`src/hw/rtl/assert_macros.svh`:
```
// Assertion macros for the RTL of the deadline completion table.
`ifndef ASSERT_MACROS_SVH
`define ASSERT_MACROS_SVH

// The expression must hold at every clock edge out of reset.
`define DCT_ASSERT(label, expr) \
  label: assert property (@(posedge clk_i) disable iff (!rst_ni) (expr)) \
    else $error("dct assertion failed");

// The consequent must hold in the same cycle as the antecedent.
`define DCT_ASSERT_IMPLY(label, ante, cons) \
  label: assert property (@(posedge clk_i) disable iff (!rst_ni) (ante) |-> (cons)) \
    else $error("dct implication failed");

// The consequent must hold in the cycle after the antecedent.
`define DCT_ASSERT_NEXT(label, ante, cons) \
  label: assert property (@(posedge clk_i) disable iff (!rst_ni) (ante) |=> (cons)) \
    else $error("dct next-cycle check failed");

`endif

```
`src/hw/rtl/dct_pkg.sv`:
```
// Types, codes and constants of the deadline completion table.
`default_nettype none

package dct_pkg;

  // Default number of slots and the most completions one drain may fire.
  localparam int unsigned SlotsDefault = 16;
  localparam int unsigned MaxFired     = 16;

  // Input mode codes.
  localparam logic [1:0] ModeSchedule = 2'd0;
  localparam logic [1:0] ModeDrain    = 2'd1;
  localparam logic [1:0] ModeClear    = 2'd2;
  localparam logic [1:0] ModeUnused   = 2'd3;

  // Result kinds.
  typedef enum logic [1:0] {
    KIND_SCHED_REPLY = 2'd0,
    KIND_FIRED       = 2'd1,
    KIND_EMPTY       = 2'd2,
    KIND_CLEAR       = 2'd3
  } kind_e;

  // Schedule outcomes.
  typedef enum logic [1:0] {
    STATUS_OK      = 2'd0,
    STATUS_INVALID = 2'd1,
    STATUS_FULL    = 2'd2
  } status_e;

  // Commands passed from the front end to the back end.
  typedef enum logic [1:0] {
    OP_SCHEDULE = 2'd0,
    OP_REJECT   = 2'd1,
    OP_DRAIN    = 2'd2,
    OP_CLEAR    = 2'd3
  } op_e;

  typedef struct packed {
    op_e         op;
    logic [63:0] now;
    logic [63:0] deadline;
    logic [15:0] callback;
    logic [15:0] tag;
    logic [7:0]  status;
  } cmd_t;

  // One stored slot in the table RAM.
  typedef struct packed {
    logic [63:0] deadline;
    logic [15:0] callback;
    logic [15:0] tag;
    logic [7:0]  status;
  } entry_t;

  // One result beat.
  typedef struct packed {
    kind_e       kind;
    status_e     status;
    logic [3:0]  slot;
    logic [15:0] callback;
    logic [15:0] tag;
    logic [7:0]  fstatus;
    logic [4:0]  pending;
    logic        last;
  } res_t;

endpackage

`default_nettype wire

```
`src/hw/rtl/dct_ram.sv`:
```
// Generic single-write, single-read RAM with a registered read port.
`default_nettype none

module dct_ram #(
  parameter int unsigned Width = 8,
  parameter int unsigned Depth = 16
) (
  input  wire logic                                   clk_i,
  input  wire logic                                   we_i,
  input  wire logic [(Depth > 1 ? $clog2(Depth) : 1)-1:0] waddr_i,
  input  wire logic [Width-1:0]                       wdata_i,
  input  wire logic                                   re_i,
  input  wire logic [(Depth > 1 ? $clog2(Depth) : 1)-1:0] raddr_i,
  output      logic [Width-1:0]                       rdata_o
);

  logic [Width-1:0] mem_q [Depth];

  // Write port.
  always_ff @(posedge clk_i) begin
    if (we_i) begin
      mem_q[waddr_i] <= wdata_i;
    end
  end

  // Registered read port; the data holds until the next read.
  always_ff @(posedge clk_i) begin
    if (re_i) begin
      rdata_o <= mem_q[raddr_i];
    end
  end

endmodule

`default_nettype wire

```
`src/hw/rtl/dct_front.sv`:
```
// Front end: accepts input beats, classifies them and queues commands.
`default_nettype none

module dct_front (
  input  wire logic          clk_i,
  input  wire logic          rst_ni,
  input  wire logic          in_valid_i,
  output      logic          in_ready_o,
  input  wire logic [1:0]    mode_i,
  input  wire logic [63:0]   now_us_i,
  input  wire logic [31:0]   delay_us_i,
  input  wire logic [15:0]   callback_id_i,
  input  wire logic [15:0]   context_tag_i,
  input  wire logic [7:0]    carried_status_i,
  output      logic          cmd_valid_o,
  input  wire logic          cmd_ready_i,
  output      dct_pkg::cmd_t cmd_o
);
  import dct_pkg::*;

  localparam int unsigned Depth = 2;
  localparam int unsigned PtrW  = $clog2(Depth);

  cmd_t            fifo_q [Depth];
  logic [PtrW-1:0] wr_ptr_q, rd_ptr_q;
  logic [PtrW:0]   cnt_q;
  cmd_t            cmd_new;
  logic            accept, push, pop;

  assign in_ready_o  = (cnt_q != (PtrW+1)'(Depth));
  assign cmd_valid_o = (cnt_q != '0);
  assign cmd_o       = fifo_q[rd_ptr_q];

  assign accept = in_valid_i && in_ready_o;
  // The unused mode is dropped here and never reaches the back end.
  assign push   = accept && (mode_i != ModeUnused);
  assign pop    = cmd_valid_o && cmd_ready_i;

  // Classify the beat and compute the deadline, which wraps modulo 2^64.
  always_comb begin
    cmd_new.now      = now_us_i;
    cmd_new.deadline = now_us_i + {32'd0, delay_us_i};
    cmd_new.callback = callback_id_i;
    cmd_new.tag      = context_tag_i;
    cmd_new.status   = carried_status_i;
    case (mode_i)
      ModeSchedule: cmd_new.op = (callback_id_i == 16'd0) ? OP_REJECT : OP_SCHEDULE;
      ModeDrain:    cmd_new.op = OP_DRAIN;
      ModeClear:    cmd_new.op = OP_CLEAR;
      default:      cmd_new.op = OP_CLEAR;
    endcase
  end

  // Command queue storage.
  always_ff @(posedge clk_i) begin
    if (push) begin
      fifo_q[wr_ptr_q] <= cmd_new;
    end
  end

  // Queue pointers and fill count.
  always_ff @(posedge clk_i or negedge rst_ni) begin
    if (!rst_ni) begin
      wr_ptr_q <= '0;
      rd_ptr_q <= '0;
      cnt_q    <= '0;
    end else begin
      if (push) begin
        wr_ptr_q <= wr_ptr_q + 1'b1;
      end
      if (pop) begin
        rd_ptr_q <= rd_ptr_q + 1'b1;
      end
      if (push && !pop) begin
        cnt_q <= cnt_q + 1'b1;
      end else if (pop && !push) begin
        cnt_q <= cnt_q - 1'b1;
      end
    end
  end

endmodule

`default_nettype wire

```
`src/hw/rtl/dct_back.sv`:
```
// Back end: sequencer that scans the slot table and produces result beats.
`default_nettype none

module dct_back #(
  parameter int unsigned Slots = dct_pkg::SlotsDefault
) (
  input  wire logic                         clk_i,
  input  wire logic                         rst_ni,
  input  wire logic                         cmd_valid_i,
  output      logic                         cmd_ready_o,
  input  wire dct_pkg::cmd_t                cmd_i,
  output      logic                         out_valid_o,
  input  wire logic                         out_ready_i,
  output      dct_pkg::res_t                res_o,
  output      logic                         busy_o,
  output      logic [$clog2(Slots+1)-1:0]   used_count_o
);
  import dct_pkg::*;

  localparam int unsigned IW = (Slots > 1) ? $clog2(Slots) : 1;
  localparam int unsigned CW = $clog2(Slots + 1);
  localparam int unsigned SW = (IW > 4) ? IW : 4;
  localparam int unsigned PW = (CW > 5) ? CW : 5;
  localparam int unsigned FW = $clog2(MaxFired + 1);
  localparam int unsigned EW = $bits(entry_t);

  typedef enum logic [2:0] {
    ST_IDLE,
    ST_FIND,
    ST_EMIT,
    ST_READ,
    ST_CHECK,
    ST_DONE
  } state_e;

  state_e           state_q, state_d;
  logic [Slots-1:0] used_q, used_d;
  logic [CW-1:0]    count_q, count_d;
  logic [IW-1:0]    idx_q, idx_d;
  logic [FW-1:0]    fired_q, fired_d;
  cmd_t             cmd_q, cmd_d;
  res_t             res_q, res_d;
  res_t             held_q, held_d;
  logic             held_v_q, held_v_d;
  res_t             out_q, out_d;
  logic             out_valid_q, out_valid_d;

  logic            ram_we, ram_re;
  logic [EW-1:0]   ram_rdata;
  entry_t          wr_entry, rd_entry;
  logic            last_idx, out_free, expired, fired_max;
  logic [SW-1:0]   slot_ext;
  logic [PW-1:0]   count_ext, count_inc_ext, count_dec_ext;

  assign cmd_ready_o  = (state_q == ST_IDLE);
  assign busy_o       = (state_q != ST_IDLE);
  assign used_count_o = count_q;
  assign out_valid_o  = out_valid_q;
  assign res_o        = out_q;

  assign last_idx  = (idx_q == IW'(Slots - 1));
  assign out_free  = !out_valid_q || out_ready_i;
  assign fired_max = (fired_q == FW'(MaxFired));
  assign rd_entry  = entry_t'(ram_rdata);
  assign expired   = (rd_entry.deadline <= cmd_q.now);

  // Extend the index and counts to at least the result field widths.
  assign slot_ext      = SW'(idx_q);
  assign count_ext     = PW'(count_q);
  assign count_inc_ext = PW'(count_q + CW'(1));
  assign count_dec_ext = PW'(count_q - CW'(1));

  // Table RAM access: a write when a schedule finds a free slot,
  // a read for each used slot during a drain.
  assign ram_we = (state_q == ST_FIND) && !used_q[idx_q];
  assign ram_re = (state_q == ST_READ) && !fired_max && used_q[idx_q];

  always_comb begin
    wr_entry.deadline = cmd_q.deadline;
    wr_entry.callback = cmd_q.callback;
    wr_entry.tag      = cmd_q.tag;
    wr_entry.status   = cmd_q.status;
  end

  dct_ram #(
    .Width (EW),
    .Depth (Slots)
  ) u_table (
    .clk_i   (clk_i),
    .we_i    (ram_we),
    .waddr_i (idx_q),
    .wdata_i (wr_entry),
    .re_i    (ram_re),
    .raddr_i (idx_q),
    .rdata_o (ram_rdata)
  );

  // Next state of the sequencer, the slot bookkeeping and the output register.
  always_comb begin
    state_d     = state_q;
    used_d      = used_q;
    count_d     = count_q;
    idx_d       = idx_q;
    fired_d     = fired_q;
    cmd_d       = cmd_q;
    res_d       = res_q;
    held_d      = held_q;
    held_v_d    = held_v_q;
    out_d       = out_q;
    out_valid_d = out_valid_q && !out_ready_i;
    case (state_q)
      ST_IDLE: begin
        if (cmd_valid_i) begin
          cmd_d      = cmd_i;
          idx_d      = '0;
          fired_d    = '0;
          held_v_d   = 1'b0;
          res_d      = '0;
          res_d.last = 1'b1;
          case (cmd_i.op)
            OP_SCHEDULE: begin
              state_d = ST_FIND;
            end
            OP_REJECT: begin
              res_d.kind    = KIND_SCHED_REPLY;
              res_d.status  = STATUS_INVALID;
              res_d.pending = count_ext[4:0];
              state_d       = ST_EMIT;
            end
            OP_DRAIN: begin
              state_d = ST_READ;
            end
            OP_CLEAR: begin
              used_d     = '0;
              count_d    = '0;
              res_d.kind = KIND_CLEAR;
              state_d    = ST_EMIT;
            end
            default: begin
              state_d = ST_IDLE;
            end
          endcase
        end
      end

      // Look for the lowest free slot, one slot per cycle.
      ST_FIND: begin
        if (!used_q[idx_q]) begin
          used_d[idx_q] = 1'b1;
          count_d       = count_q + CW'(1);
          res_d.kind    = KIND_SCHED_REPLY;
          res_d.status  = STATUS_OK;
          res_d.slot    = slot_ext[3:0];
          res_d.pending = count_inc_ext[4:0];
          state_d       = ST_EMIT;
        end else if (last_idx) begin
          res_d.kind    = KIND_SCHED_REPLY;
          res_d.status  = STATUS_FULL;
          res_d.pending = count_ext[4:0];
          state_d       = ST_EMIT;
        end else begin
          idx_d = idx_q + IW'(1);
        end
      end

      ST_EMIT: begin
        if (out_free) begin
          out_d       = res_q;
          out_valid_d = 1'b1;
          state_d     = ST_IDLE;
        end
      end

      // Drain: issue a read for a used slot, skip a free one, stop at the fire limit.
      ST_READ: begin
        if (fired_max) begin
          state_d = ST_DONE;
        end else if (used_q[idx_q]) begin
          state_d = ST_CHECK;
        end else if (last_idx) begin
          state_d = ST_DONE;
        end else begin
          idx_d = idx_q + IW'(1);
        end
      end

      // Compare the deadline. An expired slot is freed and held back one
      // step, so that the final completion can carry the last flag.
      ST_CHECK: begin
        if (!expired || !held_v_q || out_free) begin
          if (expired) begin
            if (held_v_q) begin
              out_d       = held_q;
              out_valid_d = 1'b1;
            end
            held_d.kind     = KIND_FIRED;
            held_d.status   = STATUS_OK;
            held_d.slot     = slot_ext[3:0];
            held_d.callback = rd_entry.callback;
            held_d.tag      = rd_entry.tag;
            held_d.fstatus  = rd_entry.status;
            held_d.pending  = count_dec_ext[4:0];
            held_d.last     = 1'b0;
            held_v_d        = 1'b1;
            used_d[idx_q]   = 1'b0;
            count_d         = count_q - CW'(1);
            fired_d         = fired_q + FW'(1);
          end
          if (last_idx) begin
            state_d = ST_DONE;
          end else begin
            idx_d   = idx_q + IW'(1);
            state_d = ST_READ;
          end
        end
      end

      // Close the drain with the held completion or an empty marker.
      ST_DONE: begin
        if (out_free) begin
          if (held_v_q) begin
            out_d      = held_q;
            out_d.last = 1'b1;
          end else begin
            out_d         = '0;
            out_d.kind    = KIND_EMPTY;
            out_d.pending = count_ext[4:0];
            out_d.last    = 1'b1;
          end
          out_valid_d = 1'b1;
          held_v_d    = 1'b0;
          state_d     = ST_IDLE;
        end
      end

      default: begin
        state_d = ST_IDLE;
      end
    endcase
  end

  // Sequencer state, slot bookkeeping and output register.
  always_ff @(posedge clk_i or negedge rst_ni) begin
    if (!rst_ni) begin
      state_q     <= ST_IDLE;
      used_q      <= '0;
      count_q     <= '0;
      idx_q       <= '0;
      fired_q     <= '0;
      cmd_q       <= '0;
      res_q       <= '0;
      held_q      <= '0;
      held_v_q    <= 1'b0;
      out_q       <= '0;
      out_valid_q <= 1'b0;
    end else begin
      state_q     <= state_d;
      used_q      <= used_d;
      count_q     <= count_d;
      idx_q       <= idx_d;
      fired_q     <= fired_d;
      cmd_q       <= cmd_d;
      res_q       <= res_d;
      held_q      <= held_d;
      held_v_q    <= held_v_d;
      out_q       <= out_d;
      out_valid_q <= out_valid_d;
    end
  end

endmodule

`default_nettype wire

```
`src/hw/rtl/deadline_completion_table.sv`:
```
// Top level of the deadline completion table.
`default_nettype none
`include "assert_macros.svh"

// A table of Slots pending completions, each with a 64-bit deadline, a callback
// handle, a context tag and a status byte. Mode 0 schedules a completion at
// now_us + delay_us (wrapping modulo 2^64) in the lowest free slot, mode 1
// drains every used slot whose deadline is at or before now_us in slot order,
// mode 2 clears the table, and mode 3 is dropped without a result. Input beats
// enter a two-entry command queue, so the host can hand over up to two items
// while the back end is busy. All work is done by one back-end sequencer that
// visits the slots in turn through the single read port of the slot RAM and
// takes a new command only when idle. A schedule scans for a free slot and
// then emits its reply; a drain reads and checks each used slot, skips each
// free one and closes with a final beat; reject and clear go straight to their
// reply. Every result beat waits in an output register, and the sequencer
// holds whenever it has a further beat to hand on while that register is still
// occupied. Slot contents need no clearing after reset: per-slot used bits are
// cleared at once by reset.
module deadline_completion_table #(
  parameter int unsigned Slots = dct_pkg::SlotsDefault
) (
  input  wire logic        clk_i,
  input  wire logic        rst_ni,
  input  wire logic        in_valid_i,
  output      logic        in_ready_o,
  input  wire logic [1:0]  mode_i,
  input  wire logic [63:0] now_us_i,
  input  wire logic [31:0] delay_us_i,
  input  wire logic [15:0] callback_id_i,
  input  wire logic [15:0] context_tag_i,
  input  wire logic [7:0]  carried_status_i,
  output      logic        out_valid_o,
  input  wire logic        out_ready_i,
  output      logic [1:0]  kind_o,
  output      logic [1:0]  status_o,
  output      logic [3:0]  slot_index_o,
  output      logic [15:0] fired_callback_o,
  output      logic [15:0] fired_tag_o,
  output      logic [7:0]  fired_status_o,
  output      logic [4:0]  pending_count_o,
  output      logic        last_o
);
  import dct_pkg::*;

  localparam int unsigned CW = $clog2(Slots + 1);

  logic          cmd_valid, cmd_ready, back_busy;
  cmd_t          cmd;
  res_t          res;
  logic [CW-1:0] used_count;

  dct_front u_front (
    .clk_i            (clk_i),
    .rst_ni           (rst_ni),
    .in_valid_i       (in_valid_i),
    .in_ready_o       (in_ready_o),
    .mode_i           (mode_i),
    .now_us_i         (now_us_i),
    .delay_us_i       (delay_us_i),
    .callback_id_i    (callback_id_i),
    .context_tag_i    (context_tag_i),
    .carried_status_i (carried_status_i),
    .cmd_valid_o      (cmd_valid),
    .cmd_ready_i      (cmd_ready),
    .cmd_o            (cmd)
  );

  dct_back #(
    .Slots (Slots)
  ) u_back (
    .clk_i        (clk_i),
    .rst_ni       (rst_ni),
    .cmd_valid_i  (cmd_valid),
    .cmd_ready_o  (cmd_ready),
    .cmd_i        (cmd),
    .out_valid_o  (out_valid_o),
    .out_ready_i  (out_ready_i),
    .res_o        (res),
    .busy_o       (back_busy),
    .used_count_o (used_count)
  );

  // Unpack the result beat onto the output ports.
  assign kind_o           = res.kind;
  assign status_o         = res.status;
  assign slot_index_o     = res.slot;
  assign fired_callback_o = res.callback;
  assign fired_tag_o      = res.tag;
  assign fired_status_o   = res.fstatus;
  assign pending_count_o  = res.pending;
  assign last_o           = res.last;

  // Only a completion can be followed by more beats of the same item.
  `DCT_ASSERT_IMPLY(a_single_beat_last, out_valid_o && (kind_o != KIND_FIRED), last_o)
  // A fired completion never carries the empty callback handle.
  `DCT_ASSERT_IMPLY(a_fired_has_cb, out_valid_o && (kind_o == KIND_FIRED),
                    fired_callback_o != 16'd0)
  // Taking a command always starts the sequencer.
  `DCT_ASSERT_NEXT(a_cmd_starts_back, cmd_valid && cmd_ready, back_busy)
  // The pending count never exceeds the table size.
  `DCT_ASSERT(a_count_bound, used_count <= CW'(Slots))

endmodule

`default_nettype wire

```
`config.mk`:
```
export PLATFORM = sky130hd
export DESIGN_NAME = deadline_completion_table
export DESIGN_NICKNAME = d
export VERILOG_FILES = /design/src/hw/rtl/dct_pkg.sv /design/src/hw/rtl/dct_ram.sv /design/src/hw/rtl/dct_front.sv /design/src/hw/rtl/dct_back.sv /design/src/hw/rtl/deadline_completion_table.sv
export VERILOG_INCLUDE_DIRS = /design/src /design/src/hw/rtl
export SDC_FILE = /design/constraint.sdc
export NUM_CORES = 2
export LEC_CHECK = 0
export BUFFER_PORTS_ARGS = -buffer_cell sky130_fd_sc_hd__buf_2
export CAP_MARGIN = 20
export CORE_ASPECT_RATIO = 1.25
export CORE_MARGIN = 2
export CORE_UTILIZATION = 30
export CTS_CLUSTER_DIAMETER = 60
export DETAILED_ROUTE_END_ITERATION = 7
export SYNTH_ARGS = -nofsm -noshare
export SYNTH_HDL_FRONTEND = slang
export SYNTH_SLANG_ARGS = --single-unit
```
`constraint.sdc`:
```
create_clock -name clk_i -period 13.55 [get_ports clk_i]
set_input_delay 1.355 -clock clk_i [delete_from_list [all_inputs] [get_ports clk_i]]
set_output_delay 1.355 -clock clk_i [all_outputs]
set_load 0.01 [all_outputs]
```
After elaboration in Yosys (flattened, before gate mapping)
Memory sizes are Yosys's and may differ from the RTL's. A register that Yosys moved wholly into a read port is not among the register bits.
Index checks and enable logic that the tools add are counted.
Widths: inputs -> output; s select.
- $add $sub $neg: 9
- $mul: 0
- divide/modulo/power cells: 0
- $lt $le $gt $ge: 3
- eq/ne operators: 27
- shift-type cells: 0
- mux-type cells: 74
- bitwise gates (word level): 3
- reduce and logical (&&, ||, !) cells: 45
- operators with widths (cell ; count):
    $mux 54 ; 7
    $pmux 54 s3 ; 1
    $mux 16 ; 5
    $add 64x32->64 ; 1
    $le 64x64->1 ; 1
    $mux 5 ; 11
    $pmux 16 s3 ; 1
    $mux 4 ; 9
    $mux 3 ; 9
    $pmux 5 s2 ; 2
    $reduce_and 6->1 ; 3
    $and 16x16->16 ; 1
    $logic_not 16->1 ; 1
    $mux 1 ; 16
    $ne 2x1->1 const B ; 8
    $not 16->16 ; 1
    $or 16x16->16 ; 1
    $pmux 4 s4 ; 1
    $pmux 8 s2 ; 1
    $pmux 3 s5 ; 1
    $pmux 5 s3 ; 1
    $ne 2x2->1 const B ; 6
    $add 5x1->5 const B ; 2
    $logic_and 1x1->1 ; 10
    35 further kinds ; 61
- bits in registers: 325
- bits in latches: 0
- RAM bits: 2004
- bits in read-only memories: 0
- input bits: 142
- logic and storage cells: 197
- memories: 2
- memory list (name ; words ; bits a word ; read ports ; clocked after Yosys merged registers in ; wr ports ; RTL line ; text):
    u_back.u_table.mem_q ; 16 ; 104 ; 1 ; 1 ; 1 ; dct_ram.sv:17 ; logic [Width-1:0] mem_q [Depth];
    u_front.fifo_q ; 2 ; 170 ; 1 ; 0 ; 1 ; dct_front.sv:24 ; cmd_t fifo_q [Depth];

Depth between registers and ports, before layout
- word-level depth: 9
- depth in mapped cells: 13
- gate-level depth less buffers: 12

Cells and area by module
From an unflattened synthesis, not the netlist that was laid out.
- cell total of the unflattened synthesis: 5060
- area, all modules: 94843.5 sq um
- modules (own cells, without submodules) (module ; instances ; cells an instance ; area an instance (sq um) ; sequential area each (sq um)):
    dct_ram ; 1 ; 2662 ; 65298.9 ; 53090.9
    dct_front ; 1 ; 902 ; 14806.7 ; 10309.9
    dct_back ; 1 ; 1496 ; 14737.9 ; 8007.7

Worst setup path after synthesis
No wires, ideal clock.
- path kind: register to register
- start: register u_back.idx_q[0]
- end: memory u_back.u_table.mem_q[0][0] (netlist name), enable pin
- library setup time: 0.697 ns
- data arrival time: 8.975 ns
- required time: 12.853 ns
- setup slack: 3.879 ns
- stages on the path, launching flop included: 9
- buffers on the path: 2
- period minus slack after synthesis: 9.671 ns
- cells stage by stage: dfrtp_1 -> buf_4 -> mux4_2 -> mux2i_2 -> mux2_4 -> and2_1 -> clkbuf_1 -> nand2_1 -> nor3_1
- longest elaborated chain between the ends: 6
- RTL lines (item ; RTL line ; text):
    from (decl) ; dct_back.sv:39 ; logic [IW-1:0] idx_q, idx_d;
    from (signal assigned) ; dct_back.sv:260 ; idx_q <= idx_d;
    $bmux 1 s4 ; dct_back.sv:75 ; assign ram_we = (state_q == ST_FIND) && !used_q[idx_q];
    $mux 1 (not written as such) ; dct_back.sv:75 ;
    $logic_not 1->1 ; dct_back.sv:75 ;
    $logic_and 1x1->1 ; dct_back.sv:75 ;
    $mux 1 ; dct_ram.sv:21 ; if (we_i) begin
    $mux 1 (not written as such) ; dct_ram.sv:22 ; mem_q[waddr_i] <= wdata_i;
    to (decl) ; dct_ram.sv:17 ;
Several ways; a longest one is shown, not always the timed one. The select of a mux whose other input is x is not followed.

Worst setup path after layout
- start: register u_back.idx_q[3]
- end: memory u_back.u_table.mem_q[8][44] (netlist name), enable pin
Same word-level chain as after synthesis.

==> metrics.cfg <==
[sta]
fin_skew_ps = 109.2
min_period_ps = 5617
fin_crit_sh = 0.4146
fin_hold_ws_ps = 431.8
tns_ps = 0
max_slew_margin = 0.01659
slew_viol_final = 0
setup_viol = 0
fmax_ghz = 0.1780
finalHoldViolCount = 0
worst_pin_slew_ps = 1475
rsz0062_at_grt = no

[clock_network]
clk_latency_ps = 920
cts-root-buf = clkbuf_16
cts_resized = 0
hold_buffers = 0
clkTransAtPathRegs_ps = 70
cts.sink_count = 2432
tritoncts = done
numCtsBuffers = 226
htree_levels = 4
cts_post_setup_buffers_inserted = 0
ctsLongestPathBuffers = 4

[synth]
synth_warnings = 0
synth.area.top_cells = edfxtp_1 (67%), mux4_2 (13%), dfrtp_1 (8.6%)
synth_edf_count = 2108
synthCells = 4771
synth_top_flop_cell = edfxtp_1
yosysTopAreaCell = edfxtp_1
ys_async_sr_fraction = 0.1332
synth_area_per_cell_um2 = 19.76
synth_seq_cells = 2432
synth_top_cell_area_share = 0.6713
yosysSeqAreaShare = 0.7573
ys_types = 72
synth_area_um2 = 94300
syn-num-nets = 5019

[global_route]
antenna_found_initial = 13
overflow = 0
grt_max_degree = 202
grt_use_total = 0.1362
grt_pass1_vias = 47333
grt_pass1_wl_mm = 324.8

[worst_hold_path]
min_path_type = reg -> reg

[critical_path]
worstPathCellList = buf_4, mux4_2, mux2i_2, mux2_4, and2_1, nand2_1, nor2_4, buf_4
required_ps = 13990
crit_path_start_kind = register
worstPathArrival_ps = 6060
endpoint_kind = register
slowest_delay_ps = 900
path_common_cell = buf_4
worst-setup-path-type = reg -> reg
crit_slowest_cell = dfrtp_4
critPathMaxFanout = 53

[pwr]
power.leakage_nw = 35.51
ir_drop_v = 0.0001459
p_per_area_nw_per_um2 = 203.4

[detailed_routing]
post-route-drc-count = 0
drt_pass1_iterations = 7
wl_per_cell_um = 23.56
vias = 45712
wl_mm = 222.0
ant_nets = 0
drt-initial-drc-count = 4077
avgViaCountPerCell = 4.851

[die]
core_area_um2 = 313400
rows = 230
initial_core_util = 0.3009
die-area_um2 = 318900
ios = 198
die_x_um = 505.5
chipHeight_um = 630.8

[outcome]
outcome = finished, final reports clean

[place]
dpl.hpwl_mm = 127.2
gp_congestion = 0.7546
port-buffer-count = 197

[final_layout]
drive_gt1_frac = 0.2300
final_common_cell = edfxtp_1
area_growth_syn_to_layout_pct = 14.67
final_cell_mix = edfxtp_1 (2108), mux4_2 (524), dfrtp_1 (319)
nets = 5302

[run]
drv_cap = 0

==> metal layers <==
layer  up-vias  part of all wire  global-route usage
met2      1263              0.49              0.2290
met3       318             0.053             0.02063
met5         -          0.000059                   0
li1      19733                 -                   -
met1     24396              0.43              0.1817
met4         2             0.029             0.04128
==> synthesized netlist by cell type, drive strengths merged, types with 26 or more instances <==
cell and count:
ha 105, o21ai 106, nand2 90, a21o 26, xnor2 39, inv 136
mux4 524, clkbuf 170, dfrtp 324, nor2 245, xor2 31, buf 58
mux2 52, nor3 28, mux2i 180, a21oi 266, nand3 80, edfxtp 2108
==> critical path: cells and delay by family (launching register included) <==
| kind | cells | cell delay (ps) |
|---|---|---|
| DFF | 1 | 900 |
| buffers and inverters | 2 | 1680 |
| muxes | 3 | 970 |
| and+or+nand+nor | 3 | 1450 |
==> cell type report <==
type | count | area, um^2
Fill cell | 29192 | 205300
Sequential cell | 2432 | 71430
Multi-Input combinational cell | 1974 | 21670
Clock buffer | 292 | 6115
Tap cell | 4176 | 5225
Timing Repair Buffer | 283 | 1702
Clock inverter | 125 | 1469
Inverter | 137 | 514.2
Antenna cell | 5 | 12.51
==> logic make-up (layout without fill, tap and decap cells) <==
group,Yosys count,in the layout,share of synthesized area
AO/OA/AOI/OAI,489,489,0.02960
XOR/XNOR,70,70,0.006502
adder cells (fa/ha/maj),106,106,0.01414
buffers and inverters,365,837,0.01483
flip-flops,2432,2432,0.7573
multiplexers,756,756,0.1505
other,0,5,0
AND/OR/NAND/NOR,553,553,0.02709
==> state kept, by name, indices dropped and copies added, names as in the netlist <==
register,cells
u_front.cnt_q,2
u_back.held_q,50
u_back.res_o,54
u_back.idx_q,4
u_back.u_table.rdata_o,104
u_front.rd_ptr_q,1
u_front.fifo_q,340
u_back.fired_q,5
u_back.out_valid_o,1
u_back.held_v_q,1
u_back.used_count_o,5
u_front.wr_ptr_q,1
u_back.state_q,3
u_back.u_table.mem_q,1664
u_back.cmd_q,168
u_back.used_q,16
u_back.res_q,13
==> metrics by stage <==
stage | setup WS, ps | utilization | instance area [um^2] | instances | total power, mW
2_1_floorplan | 3879 | - | 94300 | 4771 | 13.97
3_3_place_gp | 8011 | 0.3208 | 100500 | 9000 | 15.55
3_5_place_dp | 7998 | 0.3208 | 100500 | 9002 | 15.72
4_1_cts | 7884 | 0.3450 | 108100 | 9419 | 22.25
5_1_grt | 7738 | 0.3450 | 108100 | 9420 | 22.98
6_report | 7933 | 0.3450 | 108100 | 9424 | 21.99
==> power breakdown <==
group          switching (mW)  internal, mW  leakage (nW)
clock network            2.76          3.76          3.71
registers                1.11          9.85          22.8
logic                    2.56          1.94          9.02
total                    6.43          15.6          35.5
==> worst paths after layout <==
path / from / endpoint / slack, ps / cells after the start
max: u_back.idx_q[3] / u_back.u_table.mem_q[8][44] / 7930 / 8
min: u_back.u_table.rdata_o[36] / u_back.held_q[42] / 430 / 1
max reg2reg: u_back.idx_q[3] / u_back.u_table.mem_q[8][44] / 7930 / 8
min reg2reg: u_back.u_table.rdata_o[36] / u_back.held_q[42] / 430 / 1
max in group asynchronous: rst_ni / u_back.cmd_q[148] / 10030 / 4
min in group asynchronous: rst_ni / u_back.cmd_q[47] / 560 / 1
Note: power is estimated with default switching activity, not from simulation.
